[src/rtl/lc3_instruction_execute_unit_defines.svh]
// ----------------------------------------------------------------------------
// lc3 execute unit assertion macros
// shared concurrent assertion wrappers
// ----------------------------------------------------------------------------
`ifndef LC3_INSTRUCTION_EXECUTE_UNIT_DEFINES_SVH
`define LC3_INSTRUCTION_EXECUTE_UNIT_DEFINES_SVH
`ifndef SYNTHESIS
`define LC3_ASSERT_IMPL(label, clk, rst, prop) \
   label: assert property (@(posedge clk) disable iff (rst) prop) \
      else $error("assertion failed");
`define LC3_ASSERT_NORST(label, clk, prop) \
   label: assert property (@(posedge clk) prop) else $error("assertion failed");
`else
`define LC3_ASSERT_IMPL(label, clk, rst, prop)
`define LC3_ASSERT_NORST(label, clk, prop)
`endif
`endif

[src/rtl/lc3_pkg.sv]
// ----------------------------------------------------------------------------
// lc3 package
// types, codes and helpers for the lc3 execute unit
// ----------------------------------------------------------------------------
`default_nettype none
package lc3_pkg;
   localparam int MEM_ADDR_BITS = 16;
   localparam int WORD_BITS     = 16;

   typedef logic [WORD_BITS-1:0]     word_type;
   typedef logic [MEM_ADDR_BITS-1:0] maddr_type;

   typedef enum logic [1:0] {
      CMD_EXEC  = 2'd0,
      CMD_WRITE = 2'd1,
      CMD_READ  = 2'd2,
      CMD_SETPC = 2'd3
   } cmd_type;

   typedef enum logic [3:0] {
      OP_BR   = 4'h0, OP_ADD = 4'h1, OP_LD  = 4'h2, OP_ST   = 4'h3,
      OP_JSR  = 4'h4, OP_AND = 4'h5, OP_LDR = 4'h6, OP_STR  = 4'h7,
      OP_RTI  = 4'h8, OP_NOT = 4'h9, OP_LDI = 4'hA, OP_STI  = 4'hB,
      OP_JMP  = 4'hC, OP_RES = 4'hD, OP_LEA = 4'hE, OP_TRAP = 4'hF
   } op_type;

   typedef enum logic [2:0] {
      ST_IDLE, ST_ADDR, ST_IND, ST_DATA, ST_DONE
   } state_type;

   // address source for the memory port
   typedef enum logic [1:0] {
      AS_CALC, AS_RDATA, AS_INPUT
   } asel_type;

   typedef struct packed {
      logic     load;      // capture request
      logic     mem_rd;    // issue read
      logic     mem_wr;    // issue write
      asel_type asel;
      logic     commit;    // update architectural state and result
   } ctl_type;

   typedef struct packed {
      cmd_type cmd;
      op_type  op;
   } sts_type;

   function automatic logic [2:0] codes_of(input word_type v);
      logic [2:0] c;
      if (v[WORD_BITS-1]) c = 3'b100;
      else if (v == '0)   c = 3'b010;
      else                c = 3'b001;
      return c;
   endfunction
endpackage
`default_nettype wire

[src/rtl/lc3_ctrl.sv]
// ----------------------------------------------------------------------------
// lc3 controller
// sequences memory accesses and commit for one beat
// ----------------------------------------------------------------------------
`default_nettype none
module lc3_ctrl import lc3_pkg::*; (
   input  wire logic    clock,
   input  wire logic    reset,
   input  wire logic    req_tvalid,
   output      logic    req_tready,
   output      logic    rsp_tvalid,
   input  wire logic    rsp_tready,
   input  wire sts_type sts,
   output      ctl_type ctl
);
   state_type state_ff, state_in;

   always_ff @(posedge clock) begin
      if (reset) state_ff <= ST_IDLE;
      else       state_ff <= state_in;
   end

   always_comb begin
      state_in   = state_ff;
      ctl        = '{load: 1'b0, mem_rd: 1'b0, mem_wr: 1'b0, asel: AS_CALC, commit: 1'b0};
      req_tready = 1'b0;
      rsp_tvalid = 1'b0;
      case (state_ff)
         ST_IDLE: begin
            req_tready = 1'b1;
            if (req_tvalid) begin
               ctl.load = 1'b1;
               state_in = ST_ADDR;
            end
         end
         ST_ADDR: begin
            state_in = ST_DONE;
            case (sts.cmd)
               CMD_WRITE: begin
                  ctl.asel = AS_INPUT; ctl.mem_wr = 1'b1; ctl.commit = 1'b1;
               end
               CMD_READ: begin
                  ctl.asel = AS_INPUT; ctl.mem_rd = 1'b1; state_in = ST_DATA;
               end
               CMD_SETPC: ctl.commit = 1'b1;
               default: begin
                  case (sts.op)
                     OP_LD, OP_LDR, OP_TRAP: begin
                        ctl.mem_rd = 1'b1; state_in = ST_DATA;
                     end
                     OP_LDI, OP_STI: begin
                        ctl.mem_rd = 1'b1; state_in = ST_IND;
                     end
                     OP_ST, OP_STR: begin
                        ctl.mem_wr = 1'b1; ctl.commit = 1'b1;
                     end
                     default: ctl.commit = 1'b1;
                  endcase
               end
            endcase
         end
         ST_IND: begin
            ctl.asel = AS_RDATA;
            if (sts.op == OP_STI) begin
               ctl.mem_wr = 1'b1; ctl.commit = 1'b1; state_in = ST_DONE;
            end else begin
               ctl.mem_rd = 1'b1; state_in = ST_DATA;
            end
         end
         ST_DATA: begin
            ctl.commit = 1'b1;
            state_in   = ST_DONE;
         end
         ST_DONE: begin
            rsp_tvalid = 1'b1;
            if (rsp_tready) state_in = ST_IDLE;
         end
         default: state_in = ST_IDLE;
      endcase
   end
endmodule
`default_nettype wire

[config.mk]
export PLATFORM = sky130hd
export DESIGN_NAME = lc3_ctrl
export DESIGN_NICKNAME = d
export VERILOG_FILES = /design/src/rtl/lc3_instruction_execute_unit_defines.svh /design/src/rtl/lc3_pkg.sv /design/src/rtl/lc3_ctrl.sv
export SDC_FILE = /design/constraint.sdc
export NUM_CORES = 1
export LEC_CHECK = 0
export BUFFER_PORTS_ARGS = -buffer_cell sky130_fd_sc_hd__buf_2
export CORE_AREA = 2 2 39 41
export DETAILED_ROUTE_END_ITERATION = 10
export DIE_AREA = 0 0 41 43
export HOLD_SLACK_MARGIN = 0.1
export MAX_ROUTING_LAYER = met4
export SLEW_MARGIN = 20
export SYNTH_ARGS = -nofsm -noshare
export SYNTH_HDL_FRONTEND = slang
export SYNTH_SLANG_ARGS = --single-unit
[constraint.sdc]
create_clock -name clock -period 1.7 [get_ports clock]
set_input_delay 0.34 -clock clock [delete_from_list [all_inputs] [get_ports clock]]
set_output_delay 0.34 -clock clock [all_outputs]
set_load 0.02 [all_outputs]
### Word level (Yosys, flattened, before mapping)

Cells that the tools add are included.

| operators by class | value |
|---|---|
| equality and inequality tests | 16 |
| multiplexer cells | 21 |
| reductions and logical operators | 9 |

Operator list:

| operator | number |
|---|---|
| $pmux 3 s5 | 1 |
| $eq 4x4->1 const B | 3 |
| $pmux 3 s2 | 2 |
| $reduce_or 2->1 | 5 |
| $mux 1 | 9 |
| $mux 3 | 3 |
| $eq 4x2->1 const B | 2 |
| $eq 4x3->1 const B | 2 |
| $pmux 4 s2 | 1 |
| $eq 3x2->1 const B | 2 |
| $pmux 1 s2 | 3 |
| $reduce_or 5->1 | 1 |
| $eq 2x2->1 const B | 2 |
| $ne 2x2->1 const B | 2 |
| $eq 3x1->1 const B | 1 |
| $eq 3x3->1 const B | 1 |
| $logic_not 3->1 | 1 |
| $pmux 1 s3 | 1 |
| $reduce_or 3->1 | 1 |
| $eq 2x1->1 const B | 1 |
| $mux 2 | 1 |
| $reduce_and 2->1 | 1 |

| word-level totals | value |
|---|---|
| bits in registers | 3 |

### Longest topological paths before layout

Gate-level depths: netlist (run 1).

| logic depth | value |
|---|---|
| word-level depth | 5 |
| gate-level depth with buffers | 6 |
| gate-level depth less buffers | 6 |

### Worst setup path before layout (run 1)

Ideal clock, no wire load.

| timing path | value |
|---|---|
| path type | input to output |
| start | input sts[4] in the netlist's numbering |
| end | output ctl[3] in the netlist's numbering |
| data arrival time | 1.261 ns |
| required time | 1.360 ns |
| path slack | 0.099 ns |
| stages on the path | 6 |
| cell sequence | inv_1 -> ha_1 -> nand4b_1 -> o21ai_0 -> nand3b_1 -> a21oi_1 |

RTL lines:

| element | RTL line | source |
|---|---|---|
| from (decl) | lc3_ctrl.sv:13 | `input wire sts_type sts,` |
| to (decl) | lc3_ctrl.sv:14 | `output ctl_type ctl` |

==> impl_metrics.csv, run 1 <==
group,metric,value,unit
status,outcome,"completed",
sta,skew,0.0495,ps
setup_path,crit_fanout,2,
global_route,grt_pass1_wl,1.35,mm
setup_path,reg2reg_slack,650,ps
placed_design,portBuffers,17,
power,power_leakage,0.000288,uW
logic_synthesis,synth_top_area_cell,"dfxtp_1",
floorplanning,die_h,43,microns
logic_synthesis,synth_cell_types,29,
logic_synthesis,async_reset_ff_share,0,%
logic_synthesis,syn_inst,49,
floorplanning,initial_core_util,26.9,%
cells_and_area,layout-drive-gt1-share,59.7,%
floorplanning,rows,14,
placed_design,gp_congestion,0.704,
clocking,cts_setup_buffers,0,
global_route,grt_pass1_vias,334,
logic_synthesis,synth_edf_count,0,
route,viasPerCell,4.72,
clocking,htreeDepth,1,
floorplanning,die_area,1760,sq um
power,vdd_drop_max,0.166,mV
global_route,use_met2,17.2,%
sta,fin_crit_sh,97.3,%
power,p_sw_share,36.8,%
sta,slew_violations,0,
sta,worst_pin_slew,280,ps
power,power.density,665,nW/um^2
logic_synthesis,synth_seq_area_share,16.2,%
setup_path,slowest_stage,"o211ai_1",
setup_path,critPathRequiredTime,1360,ps
cells_and_area,fin_util,44.8,%
setup_path,path_buf_inv,3,
worst_hold_path,worstHoldPathType,"input port to flip-flop",
power,p_switching,152,uW
power,clkPwrFrac,30.4,%
cells_and_area,fin_nets,87,
clocking,cts_buffers,3,
floorplanning,die_w,41,microns
global_route,grt_overflow,0,
route,drt-total-wl,886,microns
global_route,busiest_layer,"met2",
sta,min_period,1650,ps
logic_synthesis,synth_area_leaders,"dfxtp_1 16%, ha_1 13%, inv_1 5.1%",
setup_path,worstSetupEndpointType,"primary output",
clocking,clk_pin_slew,40,ps
setup_path,timing.critical_path.mode_cell,"buf_6",
setup_path,path_class,"input port to primary output",
sta,setup_viol,0,
power,power,413,uW
clocking,tritoncts,"built",
logic_synthesis,synth_nets,63,
placed_design,place_ws,-53.4,ps
cells_and_area,reg_top3,"state_ff (3)",
clocking,ctsRootBufferMaster,"clkbuf_4",
setup_path,cp.arrival,1310,ps
setup_path,cp_slowest_stage_delay,230,ps
route,drtAntennaViolNets,0,
sta,max_freq,0.605,GHz
route,drt_iter0_markers,0,
clocking,insertion_delay,230,ps
global_route,antenna_found_initial,0,
sta,slew_headroom,81.2,%
global_route,grt_use_met1,13.9,%
route,dr.pass1.iters,1,
sta,setup_slack,46.5,ps
logic_synthesis,yosysMostFrequentCell,"inv_1",
logic_synthesis,synth_top_area_share,16.2,%
logic_synthesis,syn_area_per_cell,7.58,sq um
sta,rsz0062_at_grt,"yes",
floorplanning,coreArea,1380,sq um
power,internal_power,261,uW
logic_synthesis,yosys_warnings,0,
cells_and_area,syn_to_final_growth,67.0,%
cells_and_area,antennaDiodeCount,0,
global_route,grt_usage,11.1,%
logic_synthesis,synth_commonest_cells,"5 x inv_1, 4 x ha_1, 4 x nor2_1",
logic_synthesis,syn-cell-area,372,sq um
floorplanning,pin_count,18,
setup_path,path_delay_family,"buffers and inverters",
global_route,grt_use_met3,0,%
cells_and_area,largest_reg_flops,3,
power,pwr-share-comb,45.1,%
global_route,grt_max_degree,11,
clocking,cts_buffer_depth,2,
route,drc,0,
power,p_seq_share,24.5,%
route,post_drt_wl_per_cell,10.1,microns
flow_run,maxCapViolCount,0,
logic_synthesis,synthFlopType,"dfxtp_1",
setup_path,crit_path_start_kind,"input port",
setup_path,crit_chain,"buf_2, buf_6, ha_2, o211ai_1, nand2b_4, nand2_2, buf_6",
logic_synthesis,ys_seq_elements,3,
route,via_count,415,
cells_and_area,top_register,"state_ff",
sta,hold_violations,0,
placed_design,post-dp-hpwl,724,microns
clocking,clock_sinks,3,
-- repair_timing --
item / 4_1_cts / 5_1_grt
hold buffers: 0 / 0
endpoints found under the hold margin: 0 / 0
endpoints found under the setup margin: 3 / 4
pin swaps: 2 / 5
gates resized for setup: 8 / 19
-- cells in the final DEF (no fill, tap or decap), types with 3 or more instances in the layout --
cell type  instances
buf_2             13
buf_4              4
buf_6              3
clkbuf_4           3
dfxtp_2            3
ha_4               3
inv_1              3
nor2_1             4
-- layer usage --
layer / wire length, microns / part of all wire [%] / vias to the layer above
li1: - / - / 223
met1: 384 / 43 / 180
met2: 449 / 51 / 12
met3: 52 / 5.9 / 0
met4: 0 / 0 / 0
met5: 0 / 0 / -
-- power by group through the flow --
stage / clock, uW / combinational (uW) / sequential, uW
global route: 133 / 203 / 103
finish: 125 / 186 / 101
global placement: 0 / 148 / 97.9
detailed placement: 0 / 150 / 97.5
CTS: 133 / 160 / 96.7
floorplan: 0 / 109 / 85.7
-- metrics by stage --
| step | instance area [sq um] | cells | TNS [ps] | hold WS [ps] |
|---|---|---|---|---|
| finish | 621 | 88 | 0 | 293 |
| global route | 621 | 88 | -2.73 | 294 |
| CTS | 553 | 88 | 0 | 296 |
| detailed placement | 492 | 84 | -88.7 | 545 |
| global placement | 492 | 84 | -16.8 | 540 |
| floorplan | 372 | 49 | 0 | 402 |
-- final cells by class --
| class | instances | area, sq um |
|---|---|---|
| multi-input cells | 40 | 363 |
| fillers | 139 | 763 |
| well taps | 16 | 20.0 |
| flip-flops and latches | 3 | 63.8 |
| repair buffers | 20 | 129 |
| inverters | 5 | 18.8 |
| clock buffers | 4 | 26.3 |
-- cell families (layout without fill, tap and decap cells) --
| family | count (synthesis) | in the layout | synth area share, % |
|---|---|---|---|
| buf+inv | 6 | 29 | 7.07 |
| fa+ha+maj | 4 | 4 | 13.5 |
| simple gates | 24 | 24 | 41.1 |
| compound gates | 12 | 12 | 22.2 |
| flops | 3 | 3 | 16.2 |
-- worst paths after layout --
check                                              start                  endpoint  cells after the start
worst min register to register  state_ff[1]$_SDFFE_PP0P_  state_ff[2]$_SDFFE_PP0P_                      3
worst min-delay path                               reset  state_ff[1]$_SDFFE_PP0P_                      2
worst max-delay path                              sts[5]                    ctl[4]                      7
worst max register to register  state_ff[0]$_SDFFE_PP0P_  state_ff[0]$_SDFFE_PP0P_                      3
(Power assumes the default switching activity.)
==> run 2, diff against run 1 <==
--- a/config.mk
+++ b/config.mk
@@ -7,2 +7,3 @@
 export LEC_CHECK = 0
+export ABC_AREA = 1
 export BUFFER_PORTS_ARGS = -buffer_cell sky130_fd_sc_hd__buf_2
==> constraint.sdc (replaced) <==
create_clock -name clock -period 1.7 [get_ports clock]
set_input_delay 0.085 -clock clock [delete_from_list [all_inputs] [get_ports clock]]
set_output_delay 0.085 -clock clock [all_outputs]
set_load 0.02 [all_outputs]
==> run 2 against run 1 <==
Non-clock buffer count shrank 2. Clock power shrank 3%. Area after synthesis shrank 2.7%. Core utilization shrank 8.5 points. Cell count grew 17%. First-iteration DRC count grew 11. Register-to-register slack gained 30 ps. Die area is the same. Flip-flop and latch count is the same. Total power grew 3.7%. Critical path type is now flip-flop to primary output.
==> impl_metrics.csv, run 2 <==
group,metric,value,unit
status,outcome,"completed",
setup_path,path_buf_inv,1,
logic_synthesis,synthFlopType,"dfxtp_1",
placed_design,placed_area,467,sq um
setup_path,crit_path_start_kind,"flip-flop",
global_route,antenna_found_initial,0,
route,drt-total-wl,797,microns
cells_and_area,design_area,503,sq um
cells_and_area,mostFrequentLayoutCells,"17 x buf_2, 15 x nand2_1, 13 x inv_1",
clocking,insertion_delay,230,ps
logic_synthesis,synth_cell_types,15,
sta,setup_viol,0,
global_route,grt_overflow,0,
route,via_count,432,
setup_path,cp.arrival,1260,ps
logic_synthesis,synth_nets,79,
clocking,tritoncts,"built",
setup_path,worstSetupEndpointType,"primary output",
setup_path,path_delay_family,"flip-flops",
floorplanning,coreArea,1380,sq um
power,pwr-share-comb,49.5,%
sta,slew_headroom,85.0,%
clocking,cts_buffer_depth,2,
power,internal_power,243,uW
clocking,clock_sinks,3,
cells_and_area,multi_input_area,234,sq um
floorplanning,die_w,41,microns
worst_hold_path,worstHoldPathType,"input port to flip-flop",
clocking,clk_pin_slew,40,ps
setup_path,critPathRequiredTime,1620,ps
logic_synthesis,synth_commonest_cells,"15 x nand2_1, 13 x inv_1, 8 x nand3_1",
setup_path,slowest_stage,"dfxtp_1",
power,p_sw_share,43.1,%
setup_path,cp_slowest_stage_delay,410,ps
power,power,428,uW
cells_and_area,layout_commonest_cell,"buf_2",
logic_synthesis,synth_top_area_share,16.6,%
power,power.density,850,nW/um^2
logic_synthesis,yosysMostFrequentCell,"nand2_1",
route,drt_iter0_markers,11,
cells_and_area,seq_area,60.1,sq um
cells_and_area,largest_reg_flops,3,
sta,hold_violations,0,
sta,max_freq,0.744,GHz
floorplanning,die_area,1760,sq um
placed_design,post-dp-hpwl,678,microns
route,drtAntennaViolNets,0,
clocking,ctsRootBufferMaster,"clkbuf_4",
route,drc,0,
global_route,grt_usage,9.97,%
cells_and_area,top_register,"state_ff",
sta,worst_pin_slew,223,ps
cells_and_area,fin_nets,102,
setup_path,crit_fanout,5,
setup_path,crit_chain,"nand3_1, nor2_1, o21ai_1, nand2_1, buf_2",
logic_synthesis,async_reset_ff_share,0,%
floorplanning,rows,14,
placed_design,portBuffers,17,
logic_synthesis,synth_top_area_cell,"dfxtp_1",
sta,setup_slack,356,ps
route,viasPerCell,4.19,
sta,rsz0062_at_grt,"no",
floorplanning,pin_count,18,
flow_run,maxCapViolCount,0,
global_route,grt_pass1_vias,355,
cells_and_area,fill_cells,162,
power,power_leakage,0.000330,uW
logic_synthesis,synth_seq_area_share,16.6,%
logic_synthesis,syn-cell-area,362,sq um
power,vdd_drop_max,0.380,mV
global_route,grt_max_degree,7,
clocking,cts_setup_buffers,0,
cells_and_area,antennaDiodeCount,0,
power,clkPwrFrac,28.2,%
sta,skew,3.61,ps
clocking,cts_buffers,3,
clocking,htreeDepth,1,
power,p_seq_share,22.4,%
placed_design,place_ws,587,ps
route,dr.pass1.iters,4,
logic_synthesis,synth_area_leaders,"dfxtp_1 17%, nand2_1 16%, ha_1 14%",
route,post_drt_wl_per_cell,7.74,microns
logic_synthesis,syn_area_per_cell,5.56,sq um
sta,min_period,1340,ps
logic_synthesis,syn_inst,65,
sta,slew_violations,0,
logic_synthesis,yosys_warnings,0,
setup_path,path_class,"flip-flop to primary output",
power,p_switching,184,uW
placed_design,gp_congestion,0.763,
cells_and_area,syn_to_final_growth,39.1,%
cells_and_area,layout-drive-gt1-share,28.7,%
sta,fin_crit_sh,79.1,%
logic_synthesis,ys_seq_elements,3,
sta,setup_tns,0,ps
floorplanning,initial_core_util,26.1,%
global_route,grt_pass1_wl,1.21,mm
floorplanning,die_h,43,microns
cells_and_area,reg_top3,"state_ff (3)",
logic_synthesis,synth_edf_count,0,
-- run 2: changes by cell type after synthesis, moves of 3 or more --
| cell | before | now |
|---|---|---|
| nor2_1 | 4 | 7 |
| inv_1 | 5 | 13 |
| nand3_1 | 0 | 8 |
| inv_2 | 0 | 4 |
| nand2_1 | 3 | 15 |
-- run 2: what timing repair did --
item	CTS	global route
gates resized for setup	0	0
endpoints found under the hold margin	1	0
hold buffers	1	0
-- run 2: final cells by class --
cell class / count / share of cell area (%)
Clock buffer: 4 / 5.22
Timing Repair Buffer: 18 / 18.9
Multi-Input combinational cell: 44 / 46.5
Tap cell: 16 / 3.98
Inverter: 18 / 13.4
Sequential cell: 3 / 11.9
-- run 2: worst min-delay path, delay by kind of cell --
kind                   cells  cell delay, ps
AND/OR/NAND/NOR            2             120
buffers and inverters      2             110
-- run 2: final timing paths --
kind | slack (ps) | start | end | depth (start not counted)
setup reg to reg | 680 | state_ff[0]$_SDFFE_PP0P_ | state_ff[0]$_SDFFE_PP0P_ | 6
setup / recovery | 360 | state_ff[0]$_SDFFE_PP0P_ | ctl[4] | 5
hold reg to reg | 570 | state_ff[1]$_SDFFE_PP0P_ | state_ff[2]$_SDFFE_PP0P_ | 3
hold / removal | 140 | rsp_tready | state_ff[2]$_SDFFE_PP0P_ | 4
-- run 2: cells by family after synthesis --
| kind of cell | synth area share [%] |
|---|---|
| flip-flops | 16.6 |
| buffers and inverters | 18.7 |
| AO/OA/AOI/OAI | 12.5 |
| AND/OR/NAND/NOR | 38.4 |
| adder cells (fa/ha/maj) | 13.8 |
-- run 2: metal layers --
metal  share of wire [%]  routed length, microns  up-vias  track usage [%]
met3                 5.5                      44        0            0.524
met2                  44                     352       13             14.4
met1                  50                     400      174             11.9
met4                   0                       0        0             8.67
li1                    -                       -      245                -
met5                   0                       0        -                -
-- run 2: power by group through the flow --
stage                     Sequential [uW]  Clock (uW)  Combinational, uW
after floorplan                      94.8           0                146
after global placement               96.0           0                211
after detailed placement             96.8           0                212
after CTS                            95.5         127                215
after global routing                 97.8         132                238
final                                95.6         121                212
-- run 2: metrics by stage --
stage | utilization [%] | std cells | hold slack [ps]
after floorplan | - | 65 | 154
after global placement | 33.7 | 98 | 275
after detailed placement | 33.7 | 98 | 268
after CTS | 36.3 | 103 | 135
after global routing | 36.3 | 103 | 168
final | 36.3 | 103 | 139
==> run 3, diff against run 2 <==
ABC_AREA = 0   (was 1)
clock period = 1.2 ns   (was 1.7 ns; I/O delays follow)
==> run 3 against run 2 <==
The run now ends with negative setup slack left. Cell count down 7.8%. Flip-flop and latch count unchanged. Hold slack better by 96 ps. Core utilization up 12 points. Setup slack worse by 490 ps. Critical path type unchanged. Largest power group unchanged. Highest routed layer unchanged.
==> impl_metrics.csv, run 3 (synthesis gave the netlist of run 1 again) <==
group,metric,value,unit
status,outcome,"complete, but fails checks",
status,violations,"negative setup slack",
clocking,clock_sinks,3,
cells_and_area,largest_reg_flops,3,
setup_path,critPathRequiredTime,1140,ps
floorplanning,die_area,1760,sq um
clocking,clk_pin_slew,40,ps
sta,skew,5.84,ps
power,internal_power,409,uW
floorplanning,pin_count,18,
sta,setup_viol,6,
setup_path,reg2reg_slack,-30,ps
setup_path,crit_path_start_kind,"flip-flop",
power,p_switching,239,uW
sta,slew_violations,0,
floorplanning,coreArea,1380,sq um
cells_and_area,fin_nets,94,
worst_hold_path,min_from,"sts[1]",
floorplanning,die_w,41,microns
setup_path,path_class,"flip-flop to primary output",
cells_and_area,top_register,"state_ff",
route,drc,0,
global_route,grt_pass1_vias,411,
setup_path,crit_fanout,5,
setup_path,crit_start,"state_ff[1]$_SDFFE_PP0P_",
clocking,cts_buffer_depth,2,
power,power.density,975,nW/um^2
route,via_count,447,
clocking,insertion_delay,240,ps
power,vdd_drop_max,0.410,mV
sta,slew_headroom,81.0,%
clocking,ctsRootBufferMaster,"clkbuf_4",
power,p_sw_share,36.8,%
cells_and_area,fill_cells,133,
cells_and_area,seq_area,68.8,sq um
floorplanning,initial_core_util,26.9,%
sta,fin_crit_sh,111,%
global_route,grt_overflow,0,
clocking,cts_buffers,3,
placed_design,dp_cells,84,
global_route,antenna_found_initial,0,
cells_and_area,syn_to_final_growth,78.8,%
route,drt-total-wl,1.04,mm
sta,max_freq,0.752,GHz
placed_design,place_ws,-10.3,ps
setup_path,worstSetupEndpointType,"primary output",
sta,setup_slack,-130,ps
cells_and_area,multi_input_area,342,sq um
clocking,htreeDepth,1,
placed_design,portBuffers,17,
route,post_drt_wl_per_cell,10.9,microns
worst_hold_path,worstHoldPathType,"input port to flip-flop",
power,clkPwrFrac,28.6,%
global_route,grt_pass1_wl,1.59,mm
global_route,grt_max_degree,10,
placed_design,gp_congestion,0.729,
global_route,grt_usage,12.9,%
route,drt_iter0_markers,5,
floorplanning,rows,14,
cells_and_area,layout_commonest_cell,"buf_2",
power,p_seq_share,21.5,%
cells_and_area,mostFrequentLayoutCells,"12 x buf_2, 10 x buf_4, 4 x inv_1",
sta,hold_violations,0,
cells_and_area,antennaDiodeCount,0,
sta,min_period,1330,ps
setup_path,r2r_start,"state_ff[2]$_SDFFE_PP0P_",
setup_path,cp.arrival,1270,ps
clocking,tritoncts,"built",
cells_and_area,final_cells,95,
power,pwr-share-comb,49.9,%
power,power_leakage,0.000325,uW
sta,rsz0062_at_grt,"yes",
route,drtAntennaViolNets,0,
route,viasPerCell,4.71,
cells_and_area,layout-drive-gt1-share,57.0,%
flow_run,maxCapViolCount,0,
route,dr.pass1.iters,2,
sta,worst_pin_slew,284,ps
cells_and_area,reg_top3,"state_ff (3)",
floorplanning,die_h,43,microns
placed_design,post-dp-hpwl,683,microns
-- run 3: worst max-delay path, stage by stage, from the launching register on --
cell and delay (ps):
dfxtp_4 350, or3_4 370, inv_2 70, and2_4 130, buf_6 100
-- run 3: through the flow --
step           util [%]  hold slack (ps)  power [uW]  area, sq um  TNS [ps]
5_1_grt            48.0              248         698          664      -741
2_1_floorplan         -              122         285          384     -3.62
3_5_place_dp       36.4              262         370          504     -10.3
6_report           48.0              235         648          664      -275
3_3_place_gp       36.4              265         371          504     -11.1
4_1_cts            45.6              240         623          631      -232
-- run 3: metal layers --
layer | part of all wire, % | routed length [microns] | vias to the layer above | track usage (%)
met2 | 51 | 530 | 18 | 22.2
met3 | 7.3 | 76 | 0 | 3.14
met4 | 0 | 0 | 0 | 0
met1 | 42 | 432 | 192 | 15.6
met5 | 0 | 0 | - | -
li1 | - | - | 237 | -
-- run 3: timing repair --
action	in CTS	in global routing
setup buffers	5	0
pin swaps	2	2
endpoints found under the setup margin	5	9
hold endpoints to repair	2	0
hold buffers	2	0
resized for setup	17	7
-- run 3: worst paths after layout --
kind / end / cells after the start
max: ctl[5] / 4
min: state_ff[1]$_SDFFE_PP0P_ / 5
max reg2reg: state_ff[0]$_SDFFE_PP0P_ / 6
min reg2reg: state_ff[0]$_SDFFE_PP0P_ / 3
-- run 3: power groups by stage --
stage                     combinational, uW  sequential [uW]  clock [uW]
final                                   323              139         185
after CTS                               302              137         183
after floorplan                         162              123           0
after global placement                  232              139           0
after global routing                    354              142         202
after detailed placement                231              139           0
-- run 3: area by class of cell --
type	instances	area share [%]
Multi-Input combinational cell	40	51.4
Timing Repair Buffer	27	28.4
Sequential cell	3	10.4
Clock buffer	4	3.95
Tap cell	16	3.01
Inverter	5	2.82
